## config.mk

```make
export PLATFORM = sky130hd
export DESIGN_NAME = otcc_dp
export DESIGN_NICKNAME = d
export VERILOG_FILES = /design/src/sv/otcc_pkg.sv /design/src/sv/otcc_dp.sv
export SDC_FILE = /design/constraint.sdc
export NUM_CORES = 1
export LEC_CHECK = 0
export BUFFER_PORTS_ARGS = -buffer_cell sky130_fd_sc_hd__buf_2
export CAP_MARGIN = 20
export CORE_UTILIZATION = 28
export DETAILED_ROUTE_END_ITERATION = 7
export HOLD_SLACK_MARGIN = 0.12
export PLACE_DENSITY = 0.44
export SLEW_MARGIN = 0
export SYNTH_ARGS = -nofsm -noshare
export SYNTH_HDL_FRONTEND = slang
export SYNTH_SLANG_ARGS = --single-unit
```

## constraint.sdc

```tcl
create_clock -name clk -period 6.6 [get_ports clk]
set_input_delay 0 -clock clk [delete_from_list [all_inputs] [get_ports clk]]
set_output_delay 0 -clock clk [all_outputs]
set_load 0.005 [all_outputs]
```

## src/sv/otcc_pkg.sv

```systemverilog
// Package for the ordering table chain checker: constants, microcode types,
// control and flag structs, address normalization. No dependencies.
`timescale 1ns / 1ps
`default_nettype none

package otcc_pkg;

  localparam logic [15:0] LIST_CAPACITY    = 16'd16384;
  localparam logic [63:0] HASH_BASIS       = 64'd1469598103934665603;
  // prime = 2^40 + 435
  localparam int          HASH_PRIME_SHIFT = 40;
  localparam logic [8:0]  HASH_PRIME_LO    = 9'd435;
  localparam logic [31:0] RAM_WORD_MASK    = 32'h001ffffc;
  localparam logic [31:0] CHAIN_END        = 32'h00ffffff;
  localparam logic [31:0] TAG_BEGIN        = 32'h4f54424c;
  localparam logic [31:0] TAG_END          = 32'h4f54454e;
  localparam logic [7:0]  MAX_PACKET       = 8'd255;

  localparam logic [1:0] OP_BEGIN = 2'd0;
  localparam logic [1:0] OP_NODE  = 2'd1;
  localparam logic [1:0] OP_END   = 2'd2;

  localparam logic [1:0] ST_VALID   = 2'd0;
  localparam logic [1:0] ST_INVALID = 2'd1;
  localparam logic [1:0] ST_CYCLIC  = 2'd2;

  localparam logic [1:0] WHY_NONE     = 2'd0;
  localparam logic [1:0] WHY_INVALID  = 2'd1;
  localparam logic [1:0] WHY_CYCLIC   = 2'd2;
  localparam logic [1:0] WHY_OVERFLOW = 2'd3;

  typedef logic [4:0] pc_t;

  localparam pc_t PC_DISPATCH = 5'd0;
  localparam pc_t PC_BEGIN    = 5'd1;
  localparam pc_t PC_NODE     = 5'd5;
  localparam pc_t PC_END      = 5'd11;
  localparam pc_t PC_FAIL_INV = 5'd16;
  localparam pc_t PC_FAIL_CYC = 5'd17;
  localparam pc_t PC_FAIL_OVF = 5'd18;
  localparam pc_t PC_EMIT     = 5'd19;

  typedef enum logic [3:0] {
    FS_NONE,
    FS_TAG_BEGIN,
    FS_ADDR,
    FS_LISTS,
    FS_NEXT,
    FS_WORDS,
    FS_ORD,
    FS_TAG_END,
    FS_STATUS
  } fold_sel_t;

  typedef enum logic [2:0] {
    ACT_NONE,
    ACT_OPEN,
    ACT_COUNT,
    ACT_CLOSE,
    ACT_LIST_INC,
    ACT_FAIL
  } act_t;

  typedef enum logic [3:0] {
    C_NEXT,
    C_ALWAYS,
    C_BEGIN_INV,
    C_NODE_INV,
    C_NODE_OVF,
    C_NOT_OPEN,
    C_LIST_MAX,
    C_STAT_CYC,
    C_STAT_OK
  } cond_t;

  typedef struct packed {
    fold_sel_t  fold_sel;
    act_t       act;
    logic [1:0] reason;
    cond_t      cond;
    pc_t        target;
    logic       dispatch;
    logic       emit;
  } ctl_t;

  typedef struct packed {
    logic [1:0] op;
    logic       failed;
    logic       begin_inv;
    logic       node_inv;
    logic       node_ovf;
    logic       not_open;
    logic       list_max;
    logic       stat_cyc;
    logic       stat_ok;
  } flags_t;

  typedef struct packed {
    logic        ok;
    logic [23:0] norm;
  } ram_word_t;

  function automatic ram_word_t to_ram_word(input logic [31:0] addr);
    ram_word_t  r;
    logic [2:0] seg;
    seg    = addr[31:29];
    r.ok   = (seg == 3'b000 || seg == 3'b100 || seg == 3'b101) &&
             (addr[28:21] == 8'd0) && (addr[1:0] == 2'd0);
    r.norm = addr[23:0] & RAM_WORD_MASK[23:0];
    return r;
  endfunction

endpackage

`default_nettype wire

```

## src/sv/otcc_dp.sv

```systemverilog
// Datapath: captured event, chain state, totals, hash fold unit and
// result register. Driven by control words; depends on otcc_pkg.
`timescale 1ns / 1ps
`default_nettype none

module otcc_dp (
  input  logic             clk,
  input  logic             rst_n,
  input  logic             in_fire,
  input  logic [1:0]       in_operation,
  input  logic [31:0]      in_address,
  input  logic [31:0]      in_next_address,
  input  logic [15:0]      in_word_count,
  input  logic [31:0]      in_ordinal,
  input  logic [1:0]       in_end_status,
  input  otcc_pkg::ctl_t   ctl,
  input  logic             out_load,
  output otcc_pkg::flags_t flags,
  output logic [63:0]      res_digest,
  output logic [31:0]      res_list_total,
  output logic [31:0]      res_node_total,
  output logic [31:0]      res_word_total,
  output logic             res_list_open,
  output logic             res_failed,
  output logic [1:0]       res_fail_reason
);

  // captured beat
  logic [1:0]  op_r;
  logic [31:0] addr_r, next_r, ord_r;
  logic [15:0] words_r;
  logic [1:0]  status_r;

  // chain state
  logic [63:0] hash_r, hash_nxt;
  logic [31:0] lists_r, lists_nxt;
  logic [31:0] nodes_r, nodes_nxt;
  logic [31:0] wtot_r, wtot_nxt;
  logic        open_r, open_nxt;
  logic [15:0] nil_r, nil_nxt;
  logic [23:0] exp_r, exp_nxt;
  logic        failed_r, failed_nxt;
  logic [1:0]  reason_r, reason_nxt;

  otcc_pkg::ram_word_t a_w, n_w;
  logic        next_is_end;
  logic [23:0] norm_next;
  logic [32:0] words_sum;
  logic [31:0] fv;
  logic [63:0] hx, hmul, hmix;

  always_comb begin
    a_w         = otcc_pkg::to_ram_word(addr_r);
    n_w         = otcc_pkg::to_ram_word(next_r);
    next_is_end = (next_r == otcc_pkg::CHAIN_END);
    norm_next   = next_is_end ? otcc_pkg::CHAIN_END[23:0] : n_w.norm;
    words_sum   = {1'b0, wtot_r} + {17'd0, words_r};
  end

  always_comb begin
    flags.op        = op_r;
    flags.failed    = failed_r;
    flags.begin_inv = open_r || !a_w.ok;
    flags.node_inv  = !open_r || (words_r > {8'd0, otcc_pkg::MAX_PACKET}) || !a_w.ok ||
                      (a_w.norm != exp_r) || (ord_r != {16'd0, nil_r}) ||
                      (!next_is_end && !n_w.ok);
    flags.node_ovf  = (nil_r >= otcc_pkg::LIST_CAPACITY) || (nodes_r == 32'hffffffff) ||
                      words_sum[32];
    flags.not_open  = !open_r;
    flags.list_max  = (lists_r == 32'hffffffff);
    flags.stat_cyc  = (status_r == otcc_pkg::ST_CYCLIC);
    flags.stat_ok   = (status_r == otcc_pkg::ST_VALID);
  end

  // fold operand
  always_comb begin
    case (ctl.fold_sel)
      otcc_pkg::FS_TAG_BEGIN: fv = otcc_pkg::TAG_BEGIN;
      otcc_pkg::FS_ADDR:      fv = {8'd0, a_w.norm};
      otcc_pkg::FS_LISTS:     fv = lists_r;
      otcc_pkg::FS_NEXT:      fv = {8'd0, norm_next};
      otcc_pkg::FS_WORDS:     fv = {16'd0, words_r};
      otcc_pkg::FS_ORD:       fv = ord_r;
      otcc_pkg::FS_TAG_END:   fv = otcc_pkg::TAG_END;
      otcc_pkg::FS_STATUS:    fv = {30'd0, status_r};
      default:                fv = 32'd0;
    endcase
  end

  // h = (h ^ v) * (2^40 + 435)
  always_comb begin
    hx   = hash_r ^ {32'd0, fv};
    hmul = hx * otcc_pkg::HASH_PRIME_LO;
    hmix = (hx << otcc_pkg::HASH_PRIME_SHIFT) + hmul;
  end

  always_comb begin
    hash_nxt   = hash_r;
    lists_nxt  = lists_r;
    nodes_nxt  = nodes_r;
    wtot_nxt   = wtot_r;
    open_nxt   = open_r;
    nil_nxt    = nil_r;
    exp_nxt    = exp_r;
    failed_nxt = failed_r;
    reason_nxt = reason_r;
    if (ctl.fold_sel != otcc_pkg::FS_NONE) begin
      hash_nxt = hmix;
    end
    case (ctl.act)
      otcc_pkg::ACT_OPEN: begin
        open_nxt = 1'b1;
        nil_nxt  = 16'd0;
        exp_nxt  = a_w.norm;
      end
      otcc_pkg::ACT_COUNT: begin
        nodes_nxt = nodes_r + 32'd1;
        wtot_nxt  = words_sum[31:0];
        exp_nxt   = norm_next;
        nil_nxt   = nil_r + 16'd1;
      end
      otcc_pkg::ACT_CLOSE: begin
        open_nxt = 1'b0;
        nil_nxt  = 16'd0;
        exp_nxt  = 24'd0;
      end
      otcc_pkg::ACT_LIST_INC: begin
        lists_nxt = lists_r + 32'd1;
      end
      otcc_pkg::ACT_FAIL: begin
        failed_nxt = 1'b1;
        reason_nxt = ctl.reason;
        open_nxt   = 1'b0;
        nil_nxt    = 16'd0;
        exp_nxt    = 24'd0;
      end
      default: begin
      end
    endcase
  end

  always_ff @(posedge clk) begin
    if (!rst_n) begin
      hash_r   <= otcc_pkg::HASH_BASIS;
      lists_r  <= 32'd0;
      nodes_r  <= 32'd0;
      wtot_r   <= 32'd0;
      open_r   <= 1'b0;
      nil_r    <= 16'd0;
      exp_r    <= 24'd0;
      failed_r <= 1'b0;
      reason_r <= otcc_pkg::WHY_NONE;
    end else begin
      hash_r   <= hash_nxt;
      lists_r  <= lists_nxt;
      nodes_r  <= nodes_nxt;
      wtot_r   <= wtot_nxt;
      open_r   <= open_nxt;
      nil_r    <= nil_nxt;
      exp_r    <= exp_nxt;
      failed_r <= failed_nxt;
      reason_r <= reason_nxt;
    end
  end

  // beat capture; a valid end status on an empty or unterminated list is demoted
  always_ff @(posedge clk) begin
    if (in_fire) begin
      op_r     <= in_operation;
      addr_r   <= in_address;
      next_r   <= in_next_address;
      words_r  <= in_word_count;
      ord_r    <= in_ordinal;
      status_r <= in_end_status;
    end else if (ctl.act == otcc_pkg::ACT_CLOSE && status_r == otcc_pkg::ST_VALID &&
                 (nil_r == 16'd0 || exp_r != otcc_pkg::CHAIN_END[23:0])) begin
      status_r <= otcc_pkg::ST_INVALID;
    end
  end

  always_ff @(posedge clk) begin
    if (out_load) begin
      res_digest      <= hash_r;
      res_list_total  <= lists_r;
      res_node_total  <= nodes_r;
      res_word_total  <= wtot_r;
      res_list_open   <= open_r;
      res_failed      <= failed_r;
      res_fail_reason <= reason_r;
    end
  end

endmodule

`default_nettype wire

```

---- Word level (Yosys, flattened, before mapping) ----
Cells that the tools add are included.
storage, ports and cells
  flip-flop bits (word level) ............. 484
  bits of input ports ..................... 140
  logic and storage cells ................. 101
cells by class
  add/subtract/negate cells ............... 5
  multiply operators ...................... 1
  magnitude comparators ................... 2
  equality and inequality tests ........... 24
  multiplexer cells ....................... 7
  bitwise gates (word level) .............. 1
  reduce and logical (&&, ||, !) cells .... 39
operators by type and width
  kind                                                    number
  one-hot mux 32 bit (8 select lines)                     1
  one-hot mux 24 bit (3 select lines)                     1
  adder 32 x 1 -> 32 bit (second input constant)          2
  adder 64 bit                                            1
  == test 32 bit (second input constant)                  2
  multiplier 64 x 9 -> 64 bit (second input constant)     1
  bitwise XOR 64 x 32 -> 64 bit                           1
  adder 32 x 16 -> 33 bit                                 1
  == test 32 x 24 -> 1 bit (second input constant)        1
  != test 32 x 16 -> 1 bit                                1
  one-hot mux 16 bit (2 select lines)                     1
  two-way mux 24 bit                                      1
  != test 21 x 24 -> 1 bit                                1
  != test 24 bit (second input constant)                  1
  == test 3 bit (second input constant)                   6
  adder 16 x 1 -> 16 bit (second input constant)          1
  == test 4 x 3 -> 1 bit (second input constant)          4
  >= comparator 16 x 15 -> 1 bit (second input constant)  1
  > comparator 16 x 8 -> 1 bit (second input constant)    1
  logical NOT 16 bit                                      1
  logical NOT 8 bit                                       2
  logical OR 1 bit                                        13
  == test 4 x 2 -> 1 bit (second input constant)          2
  logical AND 1 bit                                       7
  other kinds (15)                                        25

---- Depth between registers and ports, before layout ----
Gate-level depths: netlist of run 1.
  depth in word-level cells ............... 10
  gate-level depth with buffers ........... 27
  mapped depth without buffers ............ 24

---- Least setup slack after synthesis of run 1 ----
No wires, ideal clock.
  kind .................................... reg-to-reg
  start point ............................. register next_r[27]
  end point ............................... register hash_r[60]
  data arrival time ....................... 5.965 ns
  data required time ...................... 6.455 ns
  path slack .............................. 0.490 ns
  cell stages (with the launch flop) ...... 23
  buffers on the path ..................... 0
  clock period less this slack ............ 6.110 ns
  cells stage by stage .................... edfxtp_1 > or4_1 > nor3_1 > and4_1 > nor2_1 > xnor2_1 > ha_1 > inv_1 > fa_1 > inv_1 > fa_1 > fa_1 > ha_1 > ha_1 > and2_1 > a221oi_1 > a211o_1 > a31oi_4 > a211oi_2 > o21ai_2 > a31oi_1 > mux2i_1 > o221ai_1
between the ends
  cells in the longest elaborated chain, start to end .. 6
RTL lines
  element                                  line            text
  from (decl)                              otcc_dp.sv:30   logic [31:0] addr_r, next_r, ord_r;
  from (signal assigned)                   otcc_dp.sv:171  next_r <= in_next_address;
  == test 32 x 24 -> 1 bit (*)             otcc_dp.sv:55   next_is_end = (next_r == otcc_pkg::CHAIN_END);
  two-way mux 24 bit (*)                   otcc_dp.sv:56   norm_next = next_is_end ? otcc_pkg::CHAIN_END[23:0] : n_w.norm;
  one-hot mux 32 bit (8 select lines) (*)  otcc_dp.sv:77   case (ctl.fold_sel)
  bitwise XOR 64 x 32 -> 64 bit (*)        otcc_dp.sv:92   hx = hash_r ^ {32'd0, fv};
  multiplier 64 x 9 -> 64 bit              otcc_dp.sv:93   hmul = hx * otcc_pkg::HASH_PRIME_LO;
  adder 64 bit (*)                         otcc_dp.sv:94   hmix = (hx << otcc_pkg::HASH_PRIME_SHIFT) + hmul;
  to (signal assigned)                     otcc_dp.sv:144  hash_r <= otcc_pkg::HASH_BASIS;
  to (signal assigned)                     otcc_dp.sv:154  hash_r <= hash_nxt;
  to (decl)                                otcc_dp.sv:35   logic [63:0] hash_r, hash_nxt;
Mark *: on every way between the ends. The rest lies on a longest branch, timed or not.
A chain may end at the register's enable or synchronous reset.

---- Worst setup path in the final report of run 1 ----
  start point ............................. register next_r[27]
  end point ............................... register hash_r[48]
Same word-level chain as after synthesis.

==> impl_metrics.csv, run 1 <==
group,metric,value,unit
outcome,outcome,"finished, final reports clean",
synth,synth-seq-cells,480,
finish,finalNonFillerCells,5111,
synth,synth_area_leader_cell,"edfxtp_1",
placed_design,post-dp-hpwl,82.5,mm
floorplanning,start_util,0.283,
min_path,min-delay-path-class,"input port to register",
cts,cts.clk_slew.worst_paths,0.06,ns
floorplanning,core_area,108000,um^2
synth,synth_top_area_frac,0.276,
detailed_routing,drc_errors,0,
floorplanning,die_area,110000,um^2
setup_path,arrival,6.93,ns
grt,grt_pass1_wl,159,mm
setup_path,critical_path_class,"register to register",
finish,drive_gt1_frac,0.201,
setup_path,end_kind,"register",
setup_path,cpMaxStageDelayCell,"or4_4",
sta,setup_viol,0,
detailed_routing,vias,23991,
sta,report.final.slew_viol_count,0,
setup_path,cp-start-kind,"register",
cts,root_buffer,"clkbuf_16",
detailed_routing,first_pass_iters,5,
synth,synth.area.top_cells,"edfxtp_1, fa_1, dfxtp_1",
detailed_routing,via_per_inst,4.69,
sta,fin_skew,0.0493,ns
finish,final_common_cell,"buf_2",
placed_design,numPortBuffers,302,
sta,tightest_slew,0.969,ns
min_path,hold-path-cell-count,6,
finish,nNetsFinal,4216,
cts,cts_tree,"yes",
finish,multiInputGateArea,17000,um^2
synth,ys_types,82,
synth,synth_area_per_cell,10.5,um^2
floorplanning,die_x,332,um
detailed_routing,first_iter_violations,1424,
finish,syn2layout_area_growth,32.6,%
setup_path,crit_cells,27,
setup_path,worstRegToRegCells,27,
job,maxCapViolations,0,
setup_path,cpMostUsedCell,"buf_4",
synth,synthCells,2889,
cts,clockBufferDepth,3,
grt,grtUsageTotal,0.190,
sta,max_slew_margin,0.354,
finish,design_area,40400,um^2
detailed_routing,detail-route-antenna-nets,0,
cts,clock_sinks,480,
sta,hold_viol,0,
sta,holdWs,0.343,ns
sta,finalSetupTns,0,ns
setup_path,cp_num_buf_inv,7,
floorplanning,num_rows,120,
placed_design,place_congestion,0.892,
sta,rsz0062_at_grt,"yes",
setup_path,max_stage_delay,0.55,ns
grt,grt-ovfl-total,0,
placed_design,dpl-instance-area,35300,um^2
synth,synth_edf_count,280,
grt,grt_max_degree,113,
finish,seqCellArea,12400,um^2
synth,synth_area,30400,um^2
detailed_routing,wl_per_cell,20.6,um
setup_path,path_delay_family,"adder cells",
cts,cts_buffers,58,
grt,antenna_found_initial,6,
floorplanning,die_h,332,um
cts,clk_latency,0.68,ns
sta,timing.final.crit_share,0.967,
cts,htreeDepth,2,
synth,synth_warnings,0,
synth,yosysSeqAreaShare,0.408,
floorplanning,ios,314,
placed_design,numPlacedInstances,4742,
setup_path,worstPathRequired,7.15,ns
synth,ys_dominant_reg_cell,"edfxtp_1",
sta,fmax,0.157,GHz
finish,nFillCells,10790,
synth,syn-num-nets,3448,
setup_path,critPathMaxFanout,6,
finish,mostFrequentLayoutCells,"buf_2, inv_1, edfxtp_1, buf_4, dlygate4sd3_1",
grt,grt_pass1_vias,24904,
synth,synth-async-reset-ratio,0,
sta,layout_min_cycle_time,6.38,ns
detailed_routing,wirelength,105,mm
## worst register-to-register path: cells and delay by family, from the launching register on
kind                     cells  cell delay (ns)
AO/OA/AOI/OAI                8             1.34
flip-flops                   1             0.36
adder cells (fa/ha/maj)      6             2.08
buffers and inverters        7             1.03
AND/OR/NAND/NOR              4             1.04
XOR/XNOR                     2             0.40
## synthesized netlist by cell type (6+ instances only)
master,n
and2_1,15
a31oi_1,25
buf_1,11
o21ai_0,146
nor2_1,148
clkbuf_1,79
mux2i_1,16
edfxtp_1,280
and3_1,31
nor2b_1,14
xor2_1,119
nand2b_1,21
nor3_1,27
a21boi_0,6
nand4_1,51
a221oi_1,19
or3_1,18
o21bai_1,20
a21o_1,47
and4_1,6
nand3_1,82
a21oi_1,207
o21ai_1,6
fa_1,208
inv_1,299
o211ai_1,21
nand2_1,219
a311oi_1,7
buf_2,10
xnor2_1,161
o21a_1,7
a211oi_1,20
a22o_1,6
ha_1,211
a22oi_1,21
dfxtp_1,200
nor4_1,23
## final timing paths
check	from	end	slack (ns)
hold / removal	ctl[19]	hash_r[11]	0.34
hold reg to reg	reason_r[1]	res_fail_reason[1]	0.44
setup / recovery	next_r[27]	hash_r[48]	0.22
setup reg to reg	next_r[27]	hash_r[48]	0.22
## state kept, by name (all words and copies together) (netlist names), 32 cells and up
signal / count
ord_r: 32
res_digest: 64
addr_r: 32
lists_r: 32
res_list_total: 32
nodes_r: 32
next_r: 32
res_node_total: 32
wtot_r: 32
res_word_total: 32
hash_r: 64
## area by class of cell
cell class / count / share of cell area
sequential: 480 / 0.307
tap: 1403 / 0.0435
multi-input combinational: 2007 / 0.420
antenna: 2 / 0.000124
timing repair buffer: 811 / 0.150
inverter: 299 / 0.0279
clock buffer: 75 / 0.0396
clock inverter: 34 / 0.0120
## timing repair
item	4_1_cts	5_1_grt
endpoints found under the setup margin	28	34
setup buffers	0	7
hold buffers	251	0
endpoints found under the hold margin	272	0
pin swaps	2	44
resized for setup	9	74
## cell families (layout without fill, tap and decap cells)
family,count (synthesis),count (layout),synth area share
simple gates,687,687,0.110
compound gates,604,604,0.123
flops,480,480,0.408
fa+ha+maj,419,419,0.223
buf+inv,402,1219,0.0502
xor+xnor,281,281,0.0811
mux,16,16,0.00526
other cells,0,2,0
## per-layer routing
| layer | GRT usage | vias up | share of wire |
|---|---|---|---|
| met5 | 0 | - | 0.00012 |
| met4 | 0.0572 | 2 | 0.028 |
| met3 | 0.0289 | 118 | 0.050 |
| met2 | 0.328 | 538 | 0.49 |
| met1 | 0.245 | 11685 | 0.44 |
| li1 | - | 11648 | - |
## stage by stage
| step | setup WS (ns) | utilization |
|---|---|---|
| floorplan | 0.490 | - |
| global placement | -0.181 | 0.328 |
| detailed placement | -0.238 | 0.328 |
| CTS | 0.00438 | 0.372 |
| global route | -0.0419 | 0.376 |
| finish | 0.215 | 0.376 |
Power of run 1 is not shown: default switching activity piles up to over one toggle a cycle in this logic, so the estimate is an artifact.
==> run 2, diff against run 1 <==
--- a/config.mk
+++ b/config.mk
@@ -11,6 +11,7 @@
 export DETAILED_ROUTE_END_ITERATION = 7
 export HOLD_SLACK_MARGIN = 0.12
 export PLACE_DENSITY = 0.44
+export RECOVER_POWER = 100
 export SLEW_MARGIN = 0
 export SYNTH_ARGS = -nofsm -noshare
 export SYNTH_HDL_FRONTEND = slang
==> constraint.sdc (replaced) <==
create_clock -name clk -period 6.6 [get_ports clk]
set_input_delay 0.99 -clock clk [delete_from_list [all_inputs] [get_ports clk]]
set_output_delay 0.99 -clock clk [all_outputs]
set_load 0.005 [all_outputs]
==> run 2 against run 1 <==
Effect of this change:
- the run now ends with max-capacitance violations, max-slew violations left
- clock skew is 0.0027 ns lower
- worst setup slack worse by 0.047 ns
- utilization is 0.80 points lower
- non-clock buffer count is 99 lower
- worst hold slack better by 0.10 ns
- critical path type is now input port to register
==> impl_metrics.csv, run 2 (synthesis results as in run 1) <==
group,metric,value,unit
grt,grt_pass1_vias,24088,
floorplanning,ios,314,
setup_path,r2r-start,"next_r[27]",
grt,grt_pass1_wl,154,mm
outcome,violations,"max-capacitance violations, max-slew violations",
setup_path,rr_endpoint,"hash_r[61]",
setup_path,worstRegToRegCells,27,
setup_path,cp_num_buf_inv,7,
grt,grtUsageTotal,0.186,
placed_design,dp_slack,-1.08,ns
sta,rsz0062_at_grt,"yes",
placed_design,post-dp-hpwl,83.4,mm
setup_path,cpMostUsedCell,"buf_4",
min_path,min_to,"res_fail_reason[1]",
sta,fmax,0.155,GHz
floorplanning,num_rows,120,
finish,top_regs,"hash_r x64, res_digest x64",
sta,tightest_slew,4.35,ns
floorplanning,core_area,108000,um^2
setup_path,rrSetupSlack,0.21,ns
sta,max_slew_margin,-1.90,
finish,finalNonFillerCells,5011,
sta,timing.final.crit_share,0.975,
detailed_routing,first_pass_iters,7,
finish,final_common_cell,"buf_4",
sta,setup_viol,0,
finish,syn2layout_area_growth,29.8,%
min_path,worstHoldStart,"reason_r[1]",
setup_path,cpMaxStageDelayCell,"fa_1",
floorplanning,start_util,0.283,
cts,cts_tree,"yes",
cts,cts_buffers,57,
setup_path,arrival,7.03,ns
grt,grt_max_degree,104,
detailed_routing,detail-route-antenna-nets,0,
finish,nFillCells,10937,
grt,grt-ovfl-total,0,
cts,cts.clk_slew.worst_paths,0.06,ns
sta,report.final.slew_viol_count,486,
sta,worst_slack,0.168,ns
min_path,min-delay-path-class,"register to register",
detailed_routing,vias,23486,
detailed_routing,first_iter_violations,1476,
cts,clock_sinks,480,
setup_path,worstPathRequired,7.19,ns
cts,htreeDepth,2,
outcome,outcome,"finished, violations left",
min_path,hold-path-cell-count,0,
setup_path,path_delay_family,"adder cells",
detailed_routing,wirelength,103,mm
finish,mostFrequentLayoutCells,"buf_4, inv_1, edfxtp_1, nand2_1, fa_1",
finish,drive_gt1_frac,0.236,
sta,hold_viol,0,
placed_design,place_congestion,0.889,
detailed_routing,via_per_inst,4.69,
setup_path,end_kind,"register",
floorplanning,die_x,332,um
setup_path,cp-start-kind,"input port",
cts,clockBufferDepth,3,
job,maxCapViolations,8,
sta,fin_skew,0.0466,ns
finish,nNetsFinal,4116,
floorplanning,die_area,110000,um^2
floorplanning,die_h,332,um
placed_design,numPortBuffers,302,
cts,clk_latency,0.69,ns
setup_path,critical_path_class,"input port to register",
setup_path,max_stage_delay,0.53,ns
setup_path,critPathMaxFanout,7,
detailed_routing,drc_errors,0,
cts,root_buffer,"clkbuf_16",
detailed_routing,wl_per_cell,20.6,um
sta,layout_min_cycle_time,6.43,ns
placed_design,numPlacedInstances,4884,
grt,antenna_found_initial,11,
run 2: worst max-delay path by stage:
stage,end,slack [ns],startpoint,cells after the start
after floorplan,hash_r[63],-0.01,ctl[17],26
after global placement,hash_r[63],-1.01,ctl[17],26
after detailed placement,hash_r[63],-1.08,ctl[18],24
after CTS,hash_r[63],-0.02,next_r[27],26
after global routing,hash_r[63],-0.04,ctl[17],26
final,hash_r[44],0.17,ctl[17],26
run 2: repair_timing:
action                                 4_1_cts  5_1_grt
resized for setup                           26      163
hold buffers                                 0        0
setup buffers                                3       13
pin swaps                                   10       67
endpoints found under the hold margin        0        0
setup endpoints to repair                   33       39
run 2: cell type report:
class                   instances  area [um^2]  share of cell area
repair buffers                712         4510               0.114
diodes                          2         5.00            0.000127
inverters                     299         1120              0.0285
clock buffers                  71         1560              0.0395
well taps                    1403         1760              0.0444
flip-flops and latches        480        12400               0.314
clock inverters                37          633              0.0160
multi-input cells            2007        17500               0.443
run 2: per-layer routing:
metal	vias up	routed length, um	GRT usage
met5	-	47	0
met4	8	2920	0.0570
met3	125	4560	0.0277
met2	483	49800	0.314
met1	11422	46000	0.243
li1	11448	-	-
run 2: worst register-to-register path, cell delays in order (launching register included):
cell and delay (ns):
edfxtp_1 0.38, or4_1 0.54, nor3_2 0.16, buf_4 0.15, and4_4 0.23, buf_12 0.13
a221oi_1 0.06, buf_4 0.18, xnor2_4 0.14, ha_1 0.32, inv_1 0.10, fa_1 0.44
fa_1 0.55, inv_1 0.06, fa_1 0.48, ha_1 0.34, ha_4 0.30, buf_4 0.12
and2_1 0.16, buf_4 0.13, nand3_1 0.12, a21oi_2 0.16, o21ba_2 0.19, a211oi_2 0.07
buf_4 0.17, o211ai_1 0.24, mux2i_1 0.24, nand3_1 0.09
run 2: per-stage QoR:
step	hold slack, ns	TNS [ns]	utilization	cell area [um^2]
4_1_cts	0.435	-0.0242	0.360	38700
6_report	0.444	0	0.368	39500
2_1_floorplan	0.408	-0.0148	-	30500
3_5_place_dp	0.425	-37.14	0.338	36400
3_3_place_gp	0.419	-35.09	0.338	36400
5_1_grt	0.454	-0.101	0.368	39500
Power of run 2 is left out for the same reason.
==> run 3, diff against run 2 <==
--- a/config.mk
+++ b/config.mk
@@ -7,10 +7,10 @@
 export LEC_CHECK = 0
 export BUFFER_PORTS_ARGS = -buffer_cell sky130_fd_sc_hd__buf_2
 export CAP_MARGIN = 20
-export CORE_UTILIZATION = 28
+export CORE_UTILIZATION = 46
 export DETAILED_ROUTE_END_ITERATION = 7
 export HOLD_SLACK_MARGIN = 0.12
-export PLACE_DENSITY = 0.44
+export PLACE_DENSITY = 0.65
 export RECOVER_POWER = 100
 export SLEW_MARGIN = 0
 export SYNTH_ARGS = -nofsm -noshare
==> run 3 against run 2 <==
Effect of this change:
- the run still ends with max-capacitance violations, max-slew violations left
- worst hold slack better by 0.0031 ns
- sequential cell count is the same
- non-clock buffer count fell by 8
- critical path type is now register to register
- sequential share of layout area increased by 0.81 points
- worst setup slack gained 0.0079 ns
- maximum frequency up 0.12%
- utilization grew 23 points
- wire length decreased by 9.3%
- via count rose by 3.6%
- first-iteration DRC count grew 20%
==> impl_metrics.csv, run 3 (synthesis results as in run 1) <==
group,metric,value,unit
setup_path,critPathMaxFanout,5,
sta,fmax,0.156,GHz
detailed_routing,first_iter_violations,1772,
detailed_routing,first_pass_iters,6,
placed_design,place_congestion,1.00,
cts,htreeDepth,2,
sta,holdWs,0.447,ns
placed_design,numPlacedInstances,4335,
setup_path,cp-start-kind,"register",
sta,tightest_slew,3.63,ns
detailed_routing,detail-route-antenna-nets,0,
placed_design,numPortBuffers,302,
sta,fin_skew,0.0248,ns
detailed_routing,wl_met2,45.7,mm
finish,nFillCells,5536,
cts,root_buffer,"clkbuf_16",
job,maxCapViolations,8,
finish,post-route-util,0.593,
finish,finalNonFillerCells,4446,
grt,grt_max_degree,85,
floorplanning,start_util,0.469,
floorplanning,die_area,67200,um^2
min_path,min-delay-path-class,"register to register",
detailed_routing,highest_layer,"met5",
sta,hold_viol,0,
setup_path,cpMostUsedCell,"buf_4",
floorplanning,die_h,259,um
setup_path,arrival,6.86,ns
cts,cts_tree,"yes",
floorplanning,ios,314,
setup_path,path_delay_family,"adder cells",
cts,cts.clk_slew.worst_paths,0.06,ns
finish,top_regs,"hash_r x64, res_digest x64",
detailed_routing,via_per_inst,5.48,
grt,grt_pass1_wl,142,mm
grt,grtUsageTotal,0.275,
detailed_routing,wl_met1,38.2,mm
detailed_routing,vias,24343,
setup_path,max_stage_delay,0.57,ns
finish,design_area,38500,um^2
detailed_routing,wirelength,93.6,mm
grt,antenna_found_initial,4,
finish,syn2layout_area_growth,26.5,%
sta,layout_min_cycle_time,6.42,ns
cts,clock_sinks,480,
grt,grt-ovfl-total,0,
sta,timing.final.crit_share,0.973,
cts,cts_buffers,53,
setup_path,critical_path_class,"register to register",
setup_path,cpMaxStageDelayCell,"fa_1",
detailed_routing,wl_per_cell,21.1,um
finish,nNetsFinal,4104,
sta,report.final.slew_viol_count,391,
cts,ctsHoldBuffers,0,
floorplanning,die_x,259,um
finish,final_common_cell,"buf_4",
setup_path,end_kind,"register",
setup_path,worstPathRequired,7.04,ns
floorplanning,core_area,64900,um^2
grt,grt_pass1_vias,25221,
outcome,violations,"max-capacitance violations, max-slew violations",
detailed_routing,drc_errors,0,
placed_design,post-dp-hpwl,74.5,mm
cts,clk_latency,0.63,ns
cts,clockBufferDepth,3,
sta,setup_viol,0,
finish,drive_gt1_frac,0.237,
sta,max_slew_margin,-1.42,
outcome,outcome,"finished, violations left",
placed_design,dpl-instance-area,35700,um^2
floorplanning,num_rows,93,
detailed_routing,wl_met3,4.85,mm
setup_path,cp_num_buf_inv,8,
finish,mostFrequentLayoutCells,"buf_4, inv_1, edfxtp_1, nand2_1, fa_1",
==> run 3: changes by cell type in the layout (fill, tap and decap cells not counted), moves of 5 or more <==
cell       change
buf_2          -6
bufinv_16      -9
clkbuf_1       -5
clkbuf_16      -6
clkinv_1       +6
ha_1           -7
xnor2_1        -5
==> run 3: timing repair <==
item,4_1_cts,5_1_grt
gates resized for setup,31,183
gates cloned,0,1
pin swaps,13,67
setup endpoints to repair,38,37
buffers inserted,0,9
==> run 3: per-stage QoR <==
step | setup WS [ns] | TNS [ns]
global route | -0.0644 | -0.218
finish | 0.176 | 0
detailed placement | -1.20 | -40.63
CTS | 0.00169 | 0
global placement | -1.02 | -35.98
floorplan | -0.0148 | -0.0148
==> run 3: metal layers <==
layer	global-route usage	up-vias
met5	0	-
met4	0.128	2
met3	0.0332	208
met2	0.471	804
met1	0.348	11903
li1	-	11426
==> run 3: path summary, 6_finish.rpt <==
path / start / to / slack [ns] / cells after the start
max: next_r[27] / hash_r[36] / 0.18 / 28
min: reason_r[0] / res_fail_reason[0] / 0.45 / 0
max reg2reg: next_r[27] / hash_r[36] / 0.18 / 28
min reg2reg: reason_r[0] / res_fail_reason[0] / 0.45 / 0
==> run 3: cell type report <==
type / count / area (um^2) / area share
Inverter: 299 / 1120 / 0.0292
Tap cell: 855 / 1070 / 0.0278
Multi-Input combinational cell: 2007 / 17700 / 0.459
Timing Repair Buffer: 704 / 4420 / 0.115
Sequential cell: 480 / 12400 / 0.322
Clock buffer: 61 / 1410 / 0.0365
Clock inverter: 39 / 407 / 0.0106
Antenna cell: 1 / 2.50 / 0.0000650
Power of run 3 is left out for the same reason.
